==> config.mk <==
export PLATFORM = sky130hd
export DESIGN_NAME = sha256_stream_hash_flat
export DESIGN_NICKNAME = d
export VERILOG_FILES = /design/src/rtl/core/shs_pkg.sv /design/src/rtl/core/shs_req_if.sv /design/src/rtl/core/shs_rsp_if.sv /design/src/rtl/core/shs_sched.sv /design/src/rtl/core/shs_round.sv /design/src/rtl/core/shs_ctrl.sv /design/src/rtl/core/shs_out.sv /design/src/rtl/core/sha256_stream_hash.sv /design/src/flat_wrapper.sv
export SDC_FILE = /design/constraint.sdc
export NUM_CORES = 2
export LEC_CHECK = 0
export BUFFER_PORTS_ARGS = -buffer_cell sky130_fd_sc_hd__buf_2
export CORE_MARGIN = 2
export CORE_UTILIZATION = 27
export DETAILED_ROUTE_END_ITERATION = 8
export PLACE_DENSITY = 0.37
export SYNTH_ARGS = -nofsm -noshare
export SYNTH_HDL_FRONTEND = slang
export SYNTH_SLANG_ARGS = --single-unit
==> constraint.sdc <==
create_clock -name clock -period 16 [get_ports clock]
set_input_delay 0 -clock clock [delete_from_list [all_inputs] [get_ports clock]]
set_output_delay 0 -clock clock [all_outputs]
set_load 0.01 [all_outputs]
==> src/rtl/core/shs_pkg.sv <==
// ----------------------------------------------------------------------------
// SHA-256 stream hash package
// Shared types, constants and the round constant table of the stream hasher.
// ----------------------------------------------------------------------------
`default_nettype none

package shs_pkg;

   // Initial hash value, H0 in the top word.
   localparam logic [255:0] INIT_HASH = {
      32'h6a09e667, 32'hbb67ae85, 32'h3c6ef372, 32'ha54ff53a,
      32'h510e527f, 32'h9b05688c, 32'h1f83d9ab, 32'h5be0cd19
   };

   localparam logic [7:0] PAD_BYTE      = 8'h80;
   localparam logic [5:0] LEN_START     = 6'd56;
   localparam logic [5:0] LAST_BYTE     = 6'd63;
   localparam logic [5:0] LAST_ROUND    = 6'd63;
   localparam logic [1:0] LAST_PART     = 2'd3;
   localparam logic [63:0] BITS_PER_BYTE = 64'd8;

   // Sequencer states.
   typedef enum logic [4:0] {
      ST_IDLE   = 5'b00001,
      ST_ROUND  = 5'b00010,
      ST_ADD    = 5'b00100,
      ST_PAD    = 5'b01000,
      ST_FINISH = 5'b10000
   } shs_state_type;

   // Controls for the round unit and the chaining words.
   typedef struct packed {
      logic       load_work;
      logic       do_round;
      logic       do_add;
      logic       rearm;
      logic [5:0] round_idx;
   } shs_round_ctl_type;

   // Controls for the message schedule window.
   typedef struct packed {
      logic       shift_byte;
      logic       shift_word;
      logic [7:0] byte_val;
   } shs_sched_ctl_type;

   // Round constants.
   function automatic logic [31:0] round_const(input logic [5:0] idx);
      logic [31:0] k;
      case (idx)
         6'd0:  k = 32'h428a2f98;  6'd1:  k = 32'h71374491;
         6'd2:  k = 32'hb5c0fbcf;  6'd3:  k = 32'he9b5dba5;
         6'd4:  k = 32'h3956c25b;  6'd5:  k = 32'h59f111f1;
         6'd6:  k = 32'h923f82a4;  6'd7:  k = 32'hab1c5ed5;
         6'd8:  k = 32'hd807aa98;  6'd9:  k = 32'h12835b01;
         6'd10: k = 32'h243185be;  6'd11: k = 32'h550c7dc3;
         6'd12: k = 32'h72be5d74;  6'd13: k = 32'h80deb1fe;
         6'd14: k = 32'h9bdc06a7;  6'd15: k = 32'hc19bf174;
         6'd16: k = 32'he49b69c1;  6'd17: k = 32'hefbe4786;
         6'd18: k = 32'h0fc19dc6;  6'd19: k = 32'h240ca1cc;
         6'd20: k = 32'h2de92c6f;  6'd21: k = 32'h4a7484aa;
         6'd22: k = 32'h5cb0a9dc;  6'd23: k = 32'h76f988da;
         6'd24: k = 32'h983e5152;  6'd25: k = 32'ha831c66d;
         6'd26: k = 32'hb00327c8;  6'd27: k = 32'hbf597fc7;
         6'd28: k = 32'hc6e00bf3;  6'd29: k = 32'hd5a79147;
         6'd30: k = 32'h06ca6351;  6'd31: k = 32'h14292967;
         6'd32: k = 32'h27b70a85;  6'd33: k = 32'h2e1b2138;
         6'd34: k = 32'h4d2c6dfc;  6'd35: k = 32'h53380d13;
         6'd36: k = 32'h650a7354;  6'd37: k = 32'h766a0abb;
         6'd38: k = 32'h81c2c92e;  6'd39: k = 32'h92722c85;
         6'd40: k = 32'ha2bfe8a1;  6'd41: k = 32'ha81a664b;
         6'd42: k = 32'hc24b8b70;  6'd43: k = 32'hc76c51a3;
         6'd44: k = 32'hd192e819;  6'd45: k = 32'hd6990624;
         6'd46: k = 32'hf40e3585;  6'd47: k = 32'h106aa070;
         6'd48: k = 32'h19a4c116;  6'd49: k = 32'h1e376c08;
         6'd50: k = 32'h2748774c;  6'd51: k = 32'h34b0bcb5;
         6'd52: k = 32'h391c0cb3;  6'd53: k = 32'h4ed8aa4a;
         6'd54: k = 32'h5b9cca4f;  6'd55: k = 32'h682e6ff3;
         6'd56: k = 32'h748f82ee;  6'd57: k = 32'h78a5636f;
         6'd58: k = 32'h84c87814;  6'd59: k = 32'h8cc70208;
         6'd60: k = 32'h90befffa;  6'd61: k = 32'ha4506ceb;
         6'd62: k = 32'hbef9a3f7;  6'd63: k = 32'hc67178f2;
         default: k = 32'h0;
      endcase
      return k;
   endfunction

endpackage

`default_nettype wire

==> src/rtl/core/shs_req_if.sv <==
// ----------------------------------------------------------------------------
// Request channel interface
// Carries one optional message byte and an end-of-message mark per transfer.
// ----------------------------------------------------------------------------
`default_nettype none

interface shs_req_if;
   logic       valid;
   logic       ready;
   logic [7:0] data_byte;
   logic       has_byte;
   logic       end_of_message;

   modport source (output valid, data_byte, has_byte, end_of_message, input ready);
   modport sink   (input valid, data_byte, has_byte, end_of_message, output ready);
endinterface

`default_nettype wire

==> src/rtl/core/shs_rsp_if.sv <==
// ----------------------------------------------------------------------------
// Response channel interface
// Carries one 64-bit quarter of the digest per transfer.
// ----------------------------------------------------------------------------
`default_nettype none

interface shs_rsp_if;
   logic        valid;
   logic        ready;
   logic [63:0] digest_part;
   logic [1:0]  part_index;
   logic        last_part;

   modport source (output valid, digest_part, part_index, last_part, input ready);
   modport sink   (input valid, digest_part, part_index, last_part, output ready);
endinterface

`default_nettype wire

==> src/rtl/core/shs_sched.sv <==
// ----------------------------------------------------------------------------
// Message schedule window
// A 16-word shift window: bytes shift in while a block fills, and during the
// rounds it shifts one word per cycle, appending the expanded schedule word.
// ----------------------------------------------------------------------------
`default_nettype none

module shs_sched
   import shs_pkg::*;
(
   input  wire logic              clock,
   input  wire shs_sched_ctl_type sched_ctl,
   output logic [31:0]            sched_word
);

   logic [511:0] win_ff;
   logic [511:0] win_in;
   logic [31:0]  next_word;
   logic [31:0]  w0, w1, w9, w14;

   function automatic logic [31:0] small_sigma0(input logic [31:0] x);
      return {x[6:0], x[31:7]} ^ {x[17:0], x[31:18]} ^ {3'b000, x[31:3]};
   endfunction

   function automatic logic [31:0] small_sigma1(input logic [31:0] x);
      return {x[16:0], x[31:17]} ^ {x[18:0], x[31:19]} ^ {10'b0, x[31:10]};
   endfunction

   // Taps at w[j-16], w[j-15], w[j-7] and w[j-2].
   assign w0  = win_ff[511:480];
   assign w1  = win_ff[479:448];
   assign w9  = win_ff[223:192];
   assign w14 = win_ff[63:32];

   assign next_word  = small_sigma1(w14) + w9 + small_sigma0(w1) + w0;
   assign sched_word = w0;

   // Byte fill or word shift.
   always_comb begin
      win_in = win_ff;
      if (sched_ctl.shift_byte) begin
         win_in = {win_ff[503:0], sched_ctl.byte_val};
      end else if (sched_ctl.shift_word) begin
         win_in = {win_ff[479:0], next_word};
      end
   end

   always_ff @(posedge clock) begin
      win_ff <= win_in;
   end

endmodule

`default_nettype wire

==> src/rtl/core/shs_round.sv <==
// ----------------------------------------------------------------------------
// Compression round unit
// Holds the chaining words and the eight working variables, and applies one
// SHA-256 round per cycle, then folds the result into the chaining words.
// ----------------------------------------------------------------------------
`default_nettype none

module shs_round
   import shs_pkg::*;
(
   input  wire logic              clock,
   input  wire logic              reset,
   input  wire shs_round_ctl_type round_ctl,
   input  wire logic [31:0]       sched_word,
   output logic [255:0]           chain_words
);

   logic [255:0] chain_ff;
   logic [255:0] chain_in;
   logic [255:0] work_ff;
   logic [255:0] work_in;
   logic [255:0] chain_sum;
   logic [31:0]  a, b, c, d, e, f, g, h;
   logic [31:0]  t1, t2;

   function automatic logic [31:0] big_sigma0(input logic [31:0] x);
      return {x[1:0], x[31:2]} ^ {x[12:0], x[31:13]} ^ {x[21:0], x[31:22]};
   endfunction

   function automatic logic [31:0] big_sigma1(input logic [31:0] x);
      return {x[5:0], x[31:6]} ^ {x[10:0], x[31:11]} ^ {x[24:0], x[31:25]};
   endfunction

   assign {a, b, c, d, e, f, g, h} = work_ff;

   // One round of the compression function.
   always_comb begin
      t1 = h + big_sigma1(e) + ((e & f) ^ (~e & g)) + round_const(round_ctl.round_idx)
         + sched_word;
      t2 = big_sigma0(a) + ((a & b) ^ (a & c) ^ (b & c));
      work_in = {t1 + t2, a, b, c, d + t1, e, f, g};
   end

   // Word-wise feed-forward into the chaining words.
   always_comb begin
      for (int i = 0; i < 8; i++) begin
         chain_sum[32*i +: 32] = chain_ff[32*i +: 32] + work_ff[32*i +: 32];
      end
   end

   always_comb begin
      chain_in = chain_ff;
      if (round_ctl.rearm) begin
         chain_in = INIT_HASH;
      end else if (round_ctl.do_add) begin
         chain_in = chain_sum;
      end
   end

   always_ff @(posedge clock) begin
      if (reset) begin
         chain_ff <= INIT_HASH;
      end else begin
         chain_ff <= chain_in;
      end
   end

   // Working variables load from the chaining words at block start.
   always_ff @(posedge clock) begin
      if (round_ctl.load_work) begin
         work_ff <= chain_ff;
      end else if (round_ctl.do_round) begin
         work_ff <= work_in;
      end
   end

   assign chain_words = chain_ff;

endmodule

`default_nettype wire

==> src/rtl/core/shs_ctrl.sv <==
// ----------------------------------------------------------------------------
// Hash sequencer
// Accepts request transfers, counts bytes and bits, generates the padding
// and length bytes, and steps the round unit through each block.
// ----------------------------------------------------------------------------
`default_nettype none

module shs_ctrl
   import shs_pkg::*;
(
   input  wire logic              clock,
   input  wire logic              reset,
   input  wire logic              req_valid,
   input  wire logic [7:0]        req_data_byte,
   input  wire logic              req_has_byte,
   input  wire logic              req_end_of_message,
   output logic                   req_ready,
   input  wire logic              digest_busy,
   output logic                   load_digest,
   output shs_round_ctl_type      round_ctl,
   output shs_sched_ctl_type      sched_ctl
);

   shs_state_type state_ff, state_in;
   logic [5:0]    fill_ff, fill_in;
   logic [63:0]   len_ff, len_in;
   logic [5:0]    round_ff, round_in;
   logic          pend_end_ff, pend_end_in;
   logic          pad_mode_ff, pad_mode_in;
   logic          first_pad_ff, first_pad_in;
   logic          final_blk_ff, final_blk_in;
   logic [7:0]    len_byte;

   // Length byte for positions 56 to 63, most significant first.
   assign len_byte = len_ff[{~fill_ff[2:0], 3'b000} +: 8];

   always_comb begin
      state_in     = state_ff;
      fill_in      = fill_ff;
      len_in       = len_ff;
      round_in     = round_ff;
      pend_end_in  = pend_end_ff;
      pad_mode_in  = pad_mode_ff;
      first_pad_in = first_pad_ff;
      final_blk_in = final_blk_ff;
      req_ready    = 1'b0;
      load_digest  = 1'b0;
      round_ctl    = '0;
      sched_ctl    = '0;
      round_ctl.round_idx = round_ff;
      sched_ctl.byte_val  = req_data_byte;

      case (state_ff)
         ST_IDLE: begin
            req_ready = 1'b1;
            if (req_valid) begin
               if (req_has_byte) begin
                  sched_ctl.shift_byte = 1'b1;
                  fill_in = fill_ff + 6'd1;
                  len_in  = len_ff + BITS_PER_BYTE;
                  if (fill_ff == LAST_BYTE) begin
                     state_in             = ST_ROUND;
                     round_ctl.load_work  = 1'b1;
                     round_in             = '0;
                     pend_end_in          = req_end_of_message;
                  end else if (req_end_of_message) begin
                     state_in     = ST_PAD;
                     pad_mode_in  = 1'b1;
                     first_pad_in = 1'b1;
                  end
               end else if (req_end_of_message) begin
                  state_in     = ST_PAD;
                  pad_mode_in  = 1'b1;
                  first_pad_in = 1'b1;
               end
            end
         end

         // One round per cycle; the window shifts out w[j].
         ST_ROUND: begin
            round_ctl.do_round   = 1'b1;
            sched_ctl.shift_word = 1'b1;
            round_in = round_ff + 6'd1;
            if (round_ff == LAST_ROUND) begin
               state_in = ST_ADD;
            end
         end

         // Feed-forward, then decide where the message stands.
         ST_ADD: begin
            round_ctl.do_add = 1'b1;
            if (pad_mode_ff) begin
               if (final_blk_ff) begin
                  state_in = ST_FINISH;
               end else begin
                  final_blk_in = 1'b1;
                  state_in     = ST_PAD;
               end
            end else if (pend_end_ff) begin
               state_in     = ST_PAD;
               pad_mode_in  = 1'b1;
               first_pad_in = 1'b1;
               pend_end_in  = 1'b0;
            end else begin
               state_in = ST_IDLE;
            end
         end

         // One padding byte per cycle: the marker, zeros, then the length.
         ST_PAD: begin
            sched_ctl.shift_byte = 1'b1;
            fill_in = fill_ff + 6'd1;
            if (first_pad_ff) begin
               sched_ctl.byte_val = PAD_BYTE;
               first_pad_in = 1'b0;
               final_blk_in = (fill_ff < LEN_START);
            end else if (final_blk_ff && (fill_ff >= LEN_START)) begin
               sched_ctl.byte_val = len_byte;
            end else begin
               sched_ctl.byte_val = 8'h00;
            end
            if (fill_ff == LAST_BYTE) begin
               state_in            = ST_ROUND;
               round_ctl.load_work = 1'b1;
               round_in            = '0;
            end
         end

         // Hand the digest over once the output side is free, then re-arm.
         ST_FINISH: begin
            if (!digest_busy) begin
               load_digest     = 1'b1;
               round_ctl.rearm = 1'b1;
               len_in          = '0;
               pad_mode_in     = 1'b0;
               final_blk_in    = 1'b0;
               state_in        = ST_IDLE;
            end
         end

         default: begin
            state_in = ST_IDLE;
         end
      endcase
   end

   always_ff @(posedge clock) begin
      if (reset) begin
         state_ff     <= ST_IDLE;
         fill_ff      <= '0;
         len_ff       <= '0;
         round_ff     <= '0;
         pend_end_ff  <= 1'b0;
         pad_mode_ff  <= 1'b0;
         first_pad_ff <= 1'b0;
         final_blk_ff <= 1'b0;
      end else begin
         state_ff     <= state_in;
         fill_ff      <= fill_in;
         len_ff       <= len_in;
         round_ff     <= round_in;
         pend_end_ff  <= pend_end_in;
         pad_mode_ff  <= pad_mode_in;
         first_pad_ff <= first_pad_in;
         final_blk_ff <= final_blk_in;
      end
   end

endmodule

`default_nettype wire

==> src/rtl/core/shs_out.sv <==
// ----------------------------------------------------------------------------
// Digest output stage
// Holds a finished digest and sends it as four 64-bit parts, most
// significant first, independently of the hashing of the next message.
// ----------------------------------------------------------------------------
`default_nettype none

module shs_out
   import shs_pkg::*;
(
   input  wire logic              clock,
   input  wire logic              reset,
   input  wire logic              load_digest,
   input  wire logic [255:0]      digest_words,
   output logic                   digest_busy,
   shs_rsp_if.source              rsp_chan
);

   logic [255:0] digest_ff, digest_in;
   logic [1:0]   part_ff, part_in;
   logic         busy_ff, busy_in;
   logic         xfer;

   assign xfer = busy_ff && rsp_chan.ready;

   always_comb begin
      digest_in = digest_ff;
      part_in   = part_ff;
      busy_in   = busy_ff;
      if (load_digest) begin
         digest_in = digest_words;
         part_in   = '0;
         busy_in   = 1'b1;
      end else if (xfer) begin
         digest_in = {digest_ff[191:0], 64'h0};
         part_in   = part_ff + 2'd1;
         if (part_ff == LAST_PART) begin
            busy_in = 1'b0;
         end
      end
   end

   always_ff @(posedge clock) begin
      if (reset) begin
         part_ff <= '0;
         busy_ff <= 1'b0;
      end else begin
         part_ff <= part_in;
         busy_ff <= busy_in;
      end
   end

   always_ff @(posedge clock) begin
      digest_ff <= digest_in;
   end

   assign digest_busy          = busy_ff;
   assign rsp_chan.valid       = busy_ff;
   assign rsp_chan.digest_part = digest_ff[255:192];
   assign rsp_chan.part_index  = part_ff;
   assign rsp_chan.last_part   = (part_ff == LAST_PART);

endmodule

`default_nettype wire

==> src/rtl/core/sha256_stream_hash.sv <==
// ----------------------------------------------------------------------------
// SHA-256 stream hash
// Hashes a byte stream and returns the 256-bit digest as four 64-bit parts.
// ----------------------------------------------------------------------------
//
//   Channel    Dir  Per transfer
//   req_chan   in   data_byte[7:0], has_byte, end_of_message
//   rsp_chan   out  digest_part[63:0], part_index[1:0], last_part
//
// Each item is taken while the sequencer is idle; the byte that completes a
// 64-byte block starts 64 rounds of the shared round unit and one
// feed-forward step, and no new item is taken until they are done.
// Closing a message shifts padding bytes one per cycle up to the block end,
// compresses one or two blocks, and then hands over the digest once the
// output stage is free. A second block is needed only when eight or fewer
// byte positions remain.
// Reset is synchronous and loads the initial hash value; no clearing pass.
// A stalled response holds back only the hand-over of the next digest.
// ----------------------------------------------------------------------------
`default_nettype none

module sha256_stream_hash
   import shs_pkg::*;
(
   input  wire logic   clock,
   input  wire logic   reset,
   shs_req_if.sink     req_chan,
   shs_rsp_if.source   rsp_chan
);

   shs_round_ctl_type round_ctl;
   shs_sched_ctl_type sched_ctl;
   logic [31:0]       sched_word;
   logic [255:0]      chain_words;
   logic              digest_busy;
   logic              load_digest;

   // Sequencer.
   shs_ctrl u_ctrl (
      .clock              (clock),
      .reset              (reset),
      .req_valid          (req_chan.valid),
      .req_data_byte      (req_chan.data_byte),
      .req_has_byte       (req_chan.has_byte),
      .req_end_of_message (req_chan.end_of_message),
      .req_ready          (req_chan.ready),
      .digest_busy        (digest_busy),
      .load_digest        (load_digest),
      .round_ctl          (round_ctl),
      .sched_ctl          (sched_ctl)
   );

   // Message schedule window.
   shs_sched u_sched (
      .clock      (clock),
      .sched_ctl  (sched_ctl),
      .sched_word (sched_word)
   );

   // Round unit and chaining words.
   shs_round u_round (
      .clock       (clock),
      .reset       (reset),
      .round_ctl   (round_ctl),
      .sched_word  (sched_word),
      .chain_words (chain_words)
   );

   // Digest output stage.
   shs_out u_out (
      .clock        (clock),
      .reset        (reset),
      .load_digest  (load_digest),
      .digest_words (chain_words),
      .digest_busy  (digest_busy),
      .rsp_chan     (rsp_chan)
   );

endmodule

`default_nettype wire

==> src/flat_wrapper.sv <==
// flat-port wrapper written by rule: the top's interface ports become plain ports
module sha256_stream_hash_flat import shs_pkg::*;
  (clock, reset, req_chan_valid, req_chan_data_byte, req_chan_has_byte, req_chan_end_of_message, req_chan_ready, rsp_chan_valid, rsp_chan_digest_part, rsp_chan_part_index, rsp_chan_last_part, rsp_chan_ready);
  shs_req_if req_chan_i ();
  shs_rsp_if rsp_chan_i ();
  input  wire logic clock;
  input  wire logic reset;
  input wire logic [$bits(req_chan_i.valid)-1:0] req_chan_valid;
  input wire logic [$bits(req_chan_i.data_byte)-1:0] req_chan_data_byte;
  input wire logic [$bits(req_chan_i.has_byte)-1:0] req_chan_has_byte;
  input wire logic [$bits(req_chan_i.end_of_message)-1:0] req_chan_end_of_message;
  output wire logic [$bits(req_chan_i.ready)-1:0] req_chan_ready;
  output wire logic [$bits(rsp_chan_i.valid)-1:0] rsp_chan_valid;
  output wire logic [$bits(rsp_chan_i.digest_part)-1:0] rsp_chan_digest_part;
  output wire logic [$bits(rsp_chan_i.part_index)-1:0] rsp_chan_part_index;
  output wire logic [$bits(rsp_chan_i.last_part)-1:0] rsp_chan_last_part;
  input wire logic [$bits(rsp_chan_i.ready)-1:0] rsp_chan_ready;
  assign req_chan_i.valid = req_chan_valid;
  assign req_chan_i.data_byte = req_chan_data_byte;
  assign req_chan_i.has_byte = req_chan_has_byte;
  assign req_chan_i.end_of_message = req_chan_end_of_message;
  assign req_chan_ready = req_chan_i.ready;
  assign rsp_chan_valid = rsp_chan_i.valid;
  assign rsp_chan_digest_part = rsp_chan_i.digest_part;
  assign rsp_chan_part_index = rsp_chan_i.part_index;
  assign rsp_chan_last_part = rsp_chan_i.last_part;
  assign rsp_chan_i.ready = rsp_chan_ready;
  sha256_stream_hash u_core (.clock(clock), .reset(reset), .req_chan(req_chan_i), .rsp_chan(rsp_chan_i));
endmodule
---- After elaboration in Yosys (flattened, before gate mapping) ----
Memory sizes are Yosys's and may differ from the RTL's. A register that Yosys moved wholly into a read port is not among the register bits.
Cells that the tools add are included.
storage, ports and cells
  bits of input ports ..................... 14
  word-level logic and storage cells ...... 171
  RAM bits ................................ 0
  memories ................................ 1
  latch bits .............................. 0
  register bits after elaboration ......... 1368
  bits in read-only memories .............. 2048
  output and inout port bits .............. 69
memories
  memory            words  bits a word  read ports  clocked after Yosys merged registers in  wr ports  RTL line       text
  (name not given)  64     32           1           1                                        0         shs_pkg.sv:50  case (idx)
operators by class
  add/subtract/negate cells ............... 22
  multiplexer cells ....................... 71
  divide/modulo/power cells ............... 0
  bitwise gates (word level) .............. 18
  shifts and indexed selects .............. 1
  eq/ne operators ......................... 19
  multipliers ............................. 0
  order comparisons ....................... 2
  reductions and logical operators ........ 23
operator list
  kind                   number
  $mux 256               4
  $mux 512               2
  $add 32x32->32         18
  $xor 32x32->32         9
  $mux 64                3
  $and 32x32->32         5
  $pmux 64 s2            1
  $add 64x4->64 const B  1
  $shiftx 64x7->8        1
  $mux 5                 9
  $mux 6                 7
  $mux 1                 32
  $not 32->32            1
  $xor 32x22->32         1
  $xor 32x29->32         1
  $pmux 5 s5             1
  $mux 8                 3
  $ne 2x2->1 const B     10
  $pmux 6 s3             1
  $reduce_and 4->1       4
  $reduce_bool 2->1      7
  $add 6x1->6 const B    2
  $eq 6x6->1 const B     2
  $pmux 6 s2             1
  20 further kinds       30

---- Longest topological paths before layout ----
  depth in word-level cells ............... 9
  gate-level depth with buffers ........... 37
  depth with buffers taken out ............ 36

---- By module ----
From an unflattened synthesis, not the netlist that was laid out.
second synthesis, totals
  cells, all modules ...................... 7879
  area total of the unflattened synthesis .. 86595.6 sq um
by module, submodules not included
  module     instances  seq. area each (sq um)  area each (sq um)  cells each
  shs_round  1          12812.3                 43754.5            4949
  shs_sched  1          15374.7                 26098.8            1689
  shs_out    1          7747.4                  11677.4            620
  shs_ctrl   1          1641.6                  5064.9             621

---- Least setup slack after synthesis ----
Ideal clock, no wire load.
  path kind ............................... reg-to-reg
  start ................................... register u_core.u_ctrl.state_ff[1]
  end ..................................... register u_core.u_sched.win_ff[0], enable pin
  stages on the path, launching flop included .. 11
  required time ........................... 12.366 ns
  clock period less this slack ............ 13.906 ns
  library setup time ...................... 3.634 ns
  arrival ................................. 10.272 ns
  path slack .............................. 2.094 ns
  path buffers ............................ 5
  cells stage by stage .................... dfxtp_1 -> buf_2 -> or3_1 -> buf_2 -> or2_4 -> inv_2 -> a31oi_1 -> clkbuf_1 -> clkbuf_1 -> clkbuf_1 -> nand2_1
on the way
  cells in the longest elaborated chain, start to end .. 3
  elaborated cells between the ends (all ways) .. 6
  those cells by class .................... eq/ne: 3; mux: 2; reduce/logical: 1
RTL lines
  item                                         RTL line         text
  start: declaration                           shs_ctrl.sv:24   shs_state_type state_ff, state_in;
  start signal: assignment                     shs_ctrl.sv:158  state_ff <= state_in;
  $eq 5x4->1 (tied with other cells)           shs_ctrl.sv:53   case (state_ff)
  $pmux 1 s2 / $mux 1 (equally long branches)  shs_ctrl.sv:53
  $reduce_bool 2->1 (no line) (*)              --
  end signal: assignment                       shs_sched.sv:49  win_ff <= win_in;
  end: declaration                             shs_sched.sv:16  logic [511:0] win_ff;
Mark *: on every way between the ends. The rest lies on a longest branch, timed or not.
A chain may end at the register's enable or synchronous reset.

---- Worst setup path in the final report ----
  start ................................... register u_core.u_round.work_ff[122]
  end ..................................... register u_core.u_round.work_ff[252], data pin
on the way
  cells in the longest elaborated chain, start to end .. 9
  elaborated cells between the ends (all ways) .. 13
  those cells by class .................... add/sub: 5; mux: 2; bitwise: 6
RTL lines
  item                                                     RTL line                          text
  start: declaration                                       shs_round.sv:20                   logic [255:0] work_ff;
  start signal: assignment                                 shs_round.sv:71                   work_ff <= chain_ff;
  start signal: assignment                                 shs_round.sv:73                   work_ff <= work_in;
  $xor 32x32->32 / $not 32->32 (equally long branches)     shs_round.sv:31, shs_round.sv:38
  $xor 32x32->32 / $and 32x32->32 (equally long branches)  shs_round.sv:31, shs_round.sv:38
  $add 32x32->32 / $xor 32x32->32 (equally long branches)  shs_round.sv:38                   t1 = h + big_sigma1(e) + ((e & f) ^ (~e & g)) + round_const(round_ctl.round_idx)
  $add 32x32->32 (*) (2 in series)                         shs_round.sv:38
  $add 32x32->32 (*)                                       shs_round.sv:39                   + sched_word;
  $add 32x32->32 (*)                                       shs_round.sv:41                   work_in = {t1 + t2, a, b, c, d + t1, e, f, g};
  $mux 256 (*)                                             shs_round.sv:72                   end else if (round_ctl.do_round) begin
  $mux 256 (*)                                             shs_round.sv:70                   if (round_ctl.load_work) begin
Mark *: on every way between the ends. The rest lies on a longest branch, timed or not. The select of a mux whose other input is x is not followed.

==> qor.yml <==
global_routing:
  grt_pass1_vias: 65808
  overall_routing_resource_usage_pct: 19.5
  grt_max_degree: 236
  grt_antenna_before_repair: 13
  grt_pass1_wl_um: 462000
  global_route.overflow_total: 0
power:
  vdd_ir_drop_max_uv: 216
  power_density_nw_per_um2: 176
  power.leakage_nw: 38.9
worst_setup_path:
  worst-r2r-cell-count: 33
  r2r_start: "u_core.u_round.work_ff[122]"
  critical_path.max_fanout: 6
  setup.worst_path.class: "flop to flop"
  timing.critical_path.required_ns: 16.75
  regToRegEndpoint: "u_core.u_round.work_ff[252]"
  cp.arrival_ns: 9.30
  startpoint_type: "flop"
  crit_path_top_delay_cell: "sky130_fd_sc_hd__a211oi_1"
  critical-path-max-stage-delay_ns: 0.69
  cp-end-kind: "flop"
  regToRegSetupSlack_ns: 7.45
routing:
  routed_wire_length_per_instance_um: 23.5
  highest-signal-layer: "met4"
  drt_iter0_drc: 5373
  route.antenna.remaining_nets: 0
  num_vias: 65510
  firstDrtPassIters: 6
  drc_errors: 0
  wl_met2_um: 147000
  routed_via_density: 4.87
  met1_length_um: 150000
  totalWireLength_um: 316000
  wl_met3_um: 11800
clock_network:
  clk-insertion-delay-late_ns: 0.88
  numCtsBuffers: 183
  cts_sinks: 1397
  clock_buffer_depth: 4
  cts-htree-levels: 4
  ctsRootBufferMaster: "sky130_fd_sc_hd__clkbuf_16"
  path_clk_slew_ns: 0.07
  tritoncts_clock_tree: "built"
  count_of_buffers_added_by_post_cts_timing_repair_for_setup: 0
sta:
  rsz_0062_raised_after_global_routing: "false"
  worst_slew_margin_rel_pct: 13.2
  fin_tns_setup_ns: 0
  final_max_slew_violation_count: 0
  finalHoldViolCount: 0
  timing.final.crit_share_pct: 53.4
  max_clock_freq_ghz: 0.117
  clock_skew_ns: 0.107
  worst_slew_pin_slew_ns: 1.29
  timing.final.crit_period_ns: 8.55
  finalSetupViolCount: 0
final_layout:
  final_core_util_pct: 30.4
  areaGrowthSynthToFinish_pct: 12.1
  net_count_of_the_finished_layout: 9764
  num-fill-cells: 32938
  fin_cells: 13454
  final_layout_size_suffix_gt1_share_pct: 5.78
min_path:
  timing.hold.worst.class: "input port to flop"
  min_from: "req_chan_data_byte[2]"
  hold-path-endpoint: "u_core.u_sched.win_ff[2]"
  holdPathStages: 4
status:
  run_status: "complete, no violations"
floorplanning:
  die_y_um: 563
  design.core.area_um2: 311000
  floorplan.die.width_um: 563
  fp-row-count: 205
  initial_core_util_pct: 27.1
  io-pin-count: 83
  die_area_um2: 317000
synth:
  syn-instance-count: 9357
  synth_fp_nets: 9960
  yosys_register_bits: 1397
  post_synthesis_cell_area_um2: 84300
  number_of_library_cell_types_mapped_by_synthesis: 92
  synth-edff-count: 1024
  synth.avg_cell_area_um2: 9.01
  synthArstFlopShare_pct: 0
  synth-warning-count: 0
  synth_seq_area_share_pct: 45.3
  synth_flop_cell: "sky130_fd_sc_hd__edfxtp_1"
flow_run:
  cap_violations: 0
placed_design:
  place_hpwl_um: 226000
  buffer_ports.inserted: 82
  post-place-cells: 13098
  globalplace.congestion: 0.879
==> repair_timing <==
| action | 4_1_cts | 5_1_grt |
|---|---|---|
| hold buffers | 18 | 0 |
| endpoints found under the hold margin | 31 | 0 |
| resized for setup | 0 | 0 |
==> how the worst max path moves through the flow <==
| stage | from | slack [ns] | end | depth (start not counted) |
|---|---|---|---|---|
| after floorplan | u_core.u_ctrl.state_ff[1] | 2.09 | u_core.u_sched.win_ff[0] | 10 |
| after global placement | u_core.u_round.work_ff[122] | 7.42 | u_core.u_round.work_ff[252] | 34 |
| after CTS | u_core.u_round.work_ff[122] | 7.45 | u_core.u_round.work_ff[255] | 35 |
| final | u_core.u_round.work_ff[122] | 7.45 | u_core.u_round.work_ff[252] | 33 |
| after global routing | u_core.u_round.work_ff[122] | 6.98 | u_core.u_round.work_ff[255] | 35 |
| after detailed placement | u_core.u_round.work_ff[122] | 7.47 | u_core.u_round.work_ff[255] | 35 |
==> cell type report <==
| cell class | count | area [um^2] | share of cell area [%] |
|---|---|---|---|
| Multi-Input combinational cell | 7031 | 42500 | 44.9 |
| Tap cell | 4140 | 5180 | 5.48 |
| Timing Repair Buffer | 192 | 1390 | 1.47 |
| Sequential cell | 1397 | 38200 | 40.4 |
| Inverter | 356 | 1340 | 1.42 |
| Clock inverter | 83 | 942 | 0.996 |
| Clock buffer | 253 | 5040 | 5.33 |
| Antenna cell | 2 | 5.00 | 0.00529 |
==> worst max-delay path, delay by kind of cell (launching register included) <==
kind	cells	cell delay (ns)
buf+inv	5	0.33
xor+xnor	2	0.57
simple gates	8	1.25
fa+ha+maj	7	2.83
compound gates	11	2.80
flops	1	0.61
==> layout by cell type (no fill, tap or decap), types with 18 or more instances in the layout <==
master,instances
sky130_fd_sc_hd__nand2b_1,72
sky130_fd_sc_hd__and3_1,48
sky130_fd_sc_hd__fa_1,195
sky130_fd_sc_hd__clkbuf_1,51
sky130_fd_sc_hd__nand4_1,37
sky130_fd_sc_hd__o21a_1,42
sky130_fd_sc_hd__clkbuf_16,184
sky130_fd_sc_hd__a21o_1,237
sky130_fd_sc_hd__dfxtp_1,373
sky130_fd_sc_hd__nand3_1,116
sky130_fd_sc_hd__or2_2,19
sky130_fd_sc_hd__buf_4,83
sky130_fd_sc_hd__o21ai_0,388
sky130_fd_sc_hd__nor2_1,376
sky130_fd_sc_hd__inv_1,351
sky130_fd_sc_hd__mux2i_1,26
sky130_fd_sc_hd__nor2b_1,47
sky130_fd_sc_hd__a31oi_1,62
sky130_fd_sc_hd__a211oi_1,48
sky130_fd_sc_hd__a21oi_1,517
sky130_fd_sc_hd__nor3_1,76
sky130_fd_sc_hd__edfxtp_1,1024
sky130_fd_sc_hd__xor2_1,244
sky130_fd_sc_hd__dlygate4sd3_1,18
sky130_fd_sc_hd__and2_1,83
sky130_fd_sc_hd__clkbuf_8,18
sky130_fd_sc_hd__nand2_1,3077
sky130_fd_sc_hd__xnor2_1,377
sky130_fd_sc_hd__clkinv_2,27
sky130_fd_sc_hd__nand3b_1,21
sky130_fd_sc_hd__o21bai_1,36
sky130_fd_sc_hd__ha_1,394
sky130_fd_sc_hd__mux2_2,23
sky130_fd_sc_hd__o211ai_1,128
sky130_fd_sc_hd__o31ai_1,31
sky130_fd_sc_hd__clkinv_1,22
sky130_fd_sc_hd__or3_1,25
sky130_fd_sc_hd__buf_2,82
==> Yosys cell counts, drive strengths merged, types with 20 or more instances <==
master  instances  area (um^2)
a211oi         48          360
a21o          237         1780
a21oi         518         2600
a31oi          63          394
and2           83          519
and3           48          300
buf           112          718
clkbuf        461         1730
dfxtp         373         7470
edfxtp       1024        30700
fa            195         3900
ha            394         4930
inv           356         1340
mux2           23          259
mux2i          26          260
nand2        3083        11600
nand2b         72          450
nand3         116          581
nand3b         21          158
nand4          37          231
nor2          382         1440
nor2b          47          294
nor3           76          380
o211ai        128          961
o21a           42          315
o21ai         407         2040
o21bai         36          270
o311ai         20          183
o31ai          31          233
or2            22          140
or3            26          163
xnor2         377         3300
xor2          244         2140
==> per-stage QoR <==
step / total power, mW / hold slack [ns] / instance area [um^2] / setup slack, ns
after floorplan: 10.3 / 0.158 / 84300 / 2.09
after global placement: 12.5 / 0.294 / 88400 / 7.42
after detailed placement: 12.4 / 0.302 / 88400 / 7.47
after CTS: 16.8 / 0.0178 / 94600 / 7.45
after global routing: 17.9 / 0.0809 / 94600 / 6.98
final: 16.6 / 0.0911 / 94600 / 7.45
==> layer usage <==
metal | GRT usage, % | up-vias
met5 | 0 | -
met4 | 4.57 | 0
met3 | 1.93 | 352
li1 | - | 31409
met2 | 32.2 | 1466
met1 | 27.4 | 32283
==> registers in the layout (all words and copies together) (netlist names), named ones only <==
| register | cells |
|---|---|
| u_core.u_sched.win_ff | 512 |
| u_core.u_out.digest_ff | 256 |
| u_core.u_round.chain_words | 256 |
| u_core.u_round.work_ff | 256 |
| u_core.u_ctrl.len_ff | 61 |
| u_core.u_ctrl.fill_ff | 6 |
| u_core.u_ctrl.round_ff | 6 |
| u_core.u_ctrl.state_ff | 5 |
| u_core.u_out.rsp_chan.part_index | 2 |
| u_core.u_ctrl.final_blk_ff | 1 |
| u_core.u_ctrl.first_pad_ff | 1 |
| u_core.u_ctrl.pad_mode_ff | 1 |
| u_core.u_ctrl.pend_end_ff | 1 |
| u_core.u_out.digest_busy | 1 |
==> logic make-up (layout without fill, tap and decap cells) <==
| group | Yosys count | after routing | synth area share [%] |
|---|---|---|---|
| AO/OA/AOI/OAI | 1694 | 1694 | 12.6 |
| XOR/XNOR | 621 | 621 | 6.45 |
| adder cells (fa/ha/maj) | 592 | 592 | 10.5 |
| buffers and inverters | 929 | 884 | 4.49 |
| flip-flops | 1397 | 1397 | 45.3 |
| multiplexers | 62 | 62 | 0.963 |
| other | 0 | 2 | 0 |
| AND/OR/NAND/NOR | 4062 | 4062 | 19.7 |
==> report_power, final <==
| group | total [mW] | switching [mW] | internal (mW) |
|---|---|---|---|
| sequential | 5.17 | 0.397 | 4.77 |
| clock | 4.23 | 1.74 | 2.48 |
| combinational | 7.25 | 4.50 | 2.75 |
Note: power is estimated with default switching activity, not from simulation.
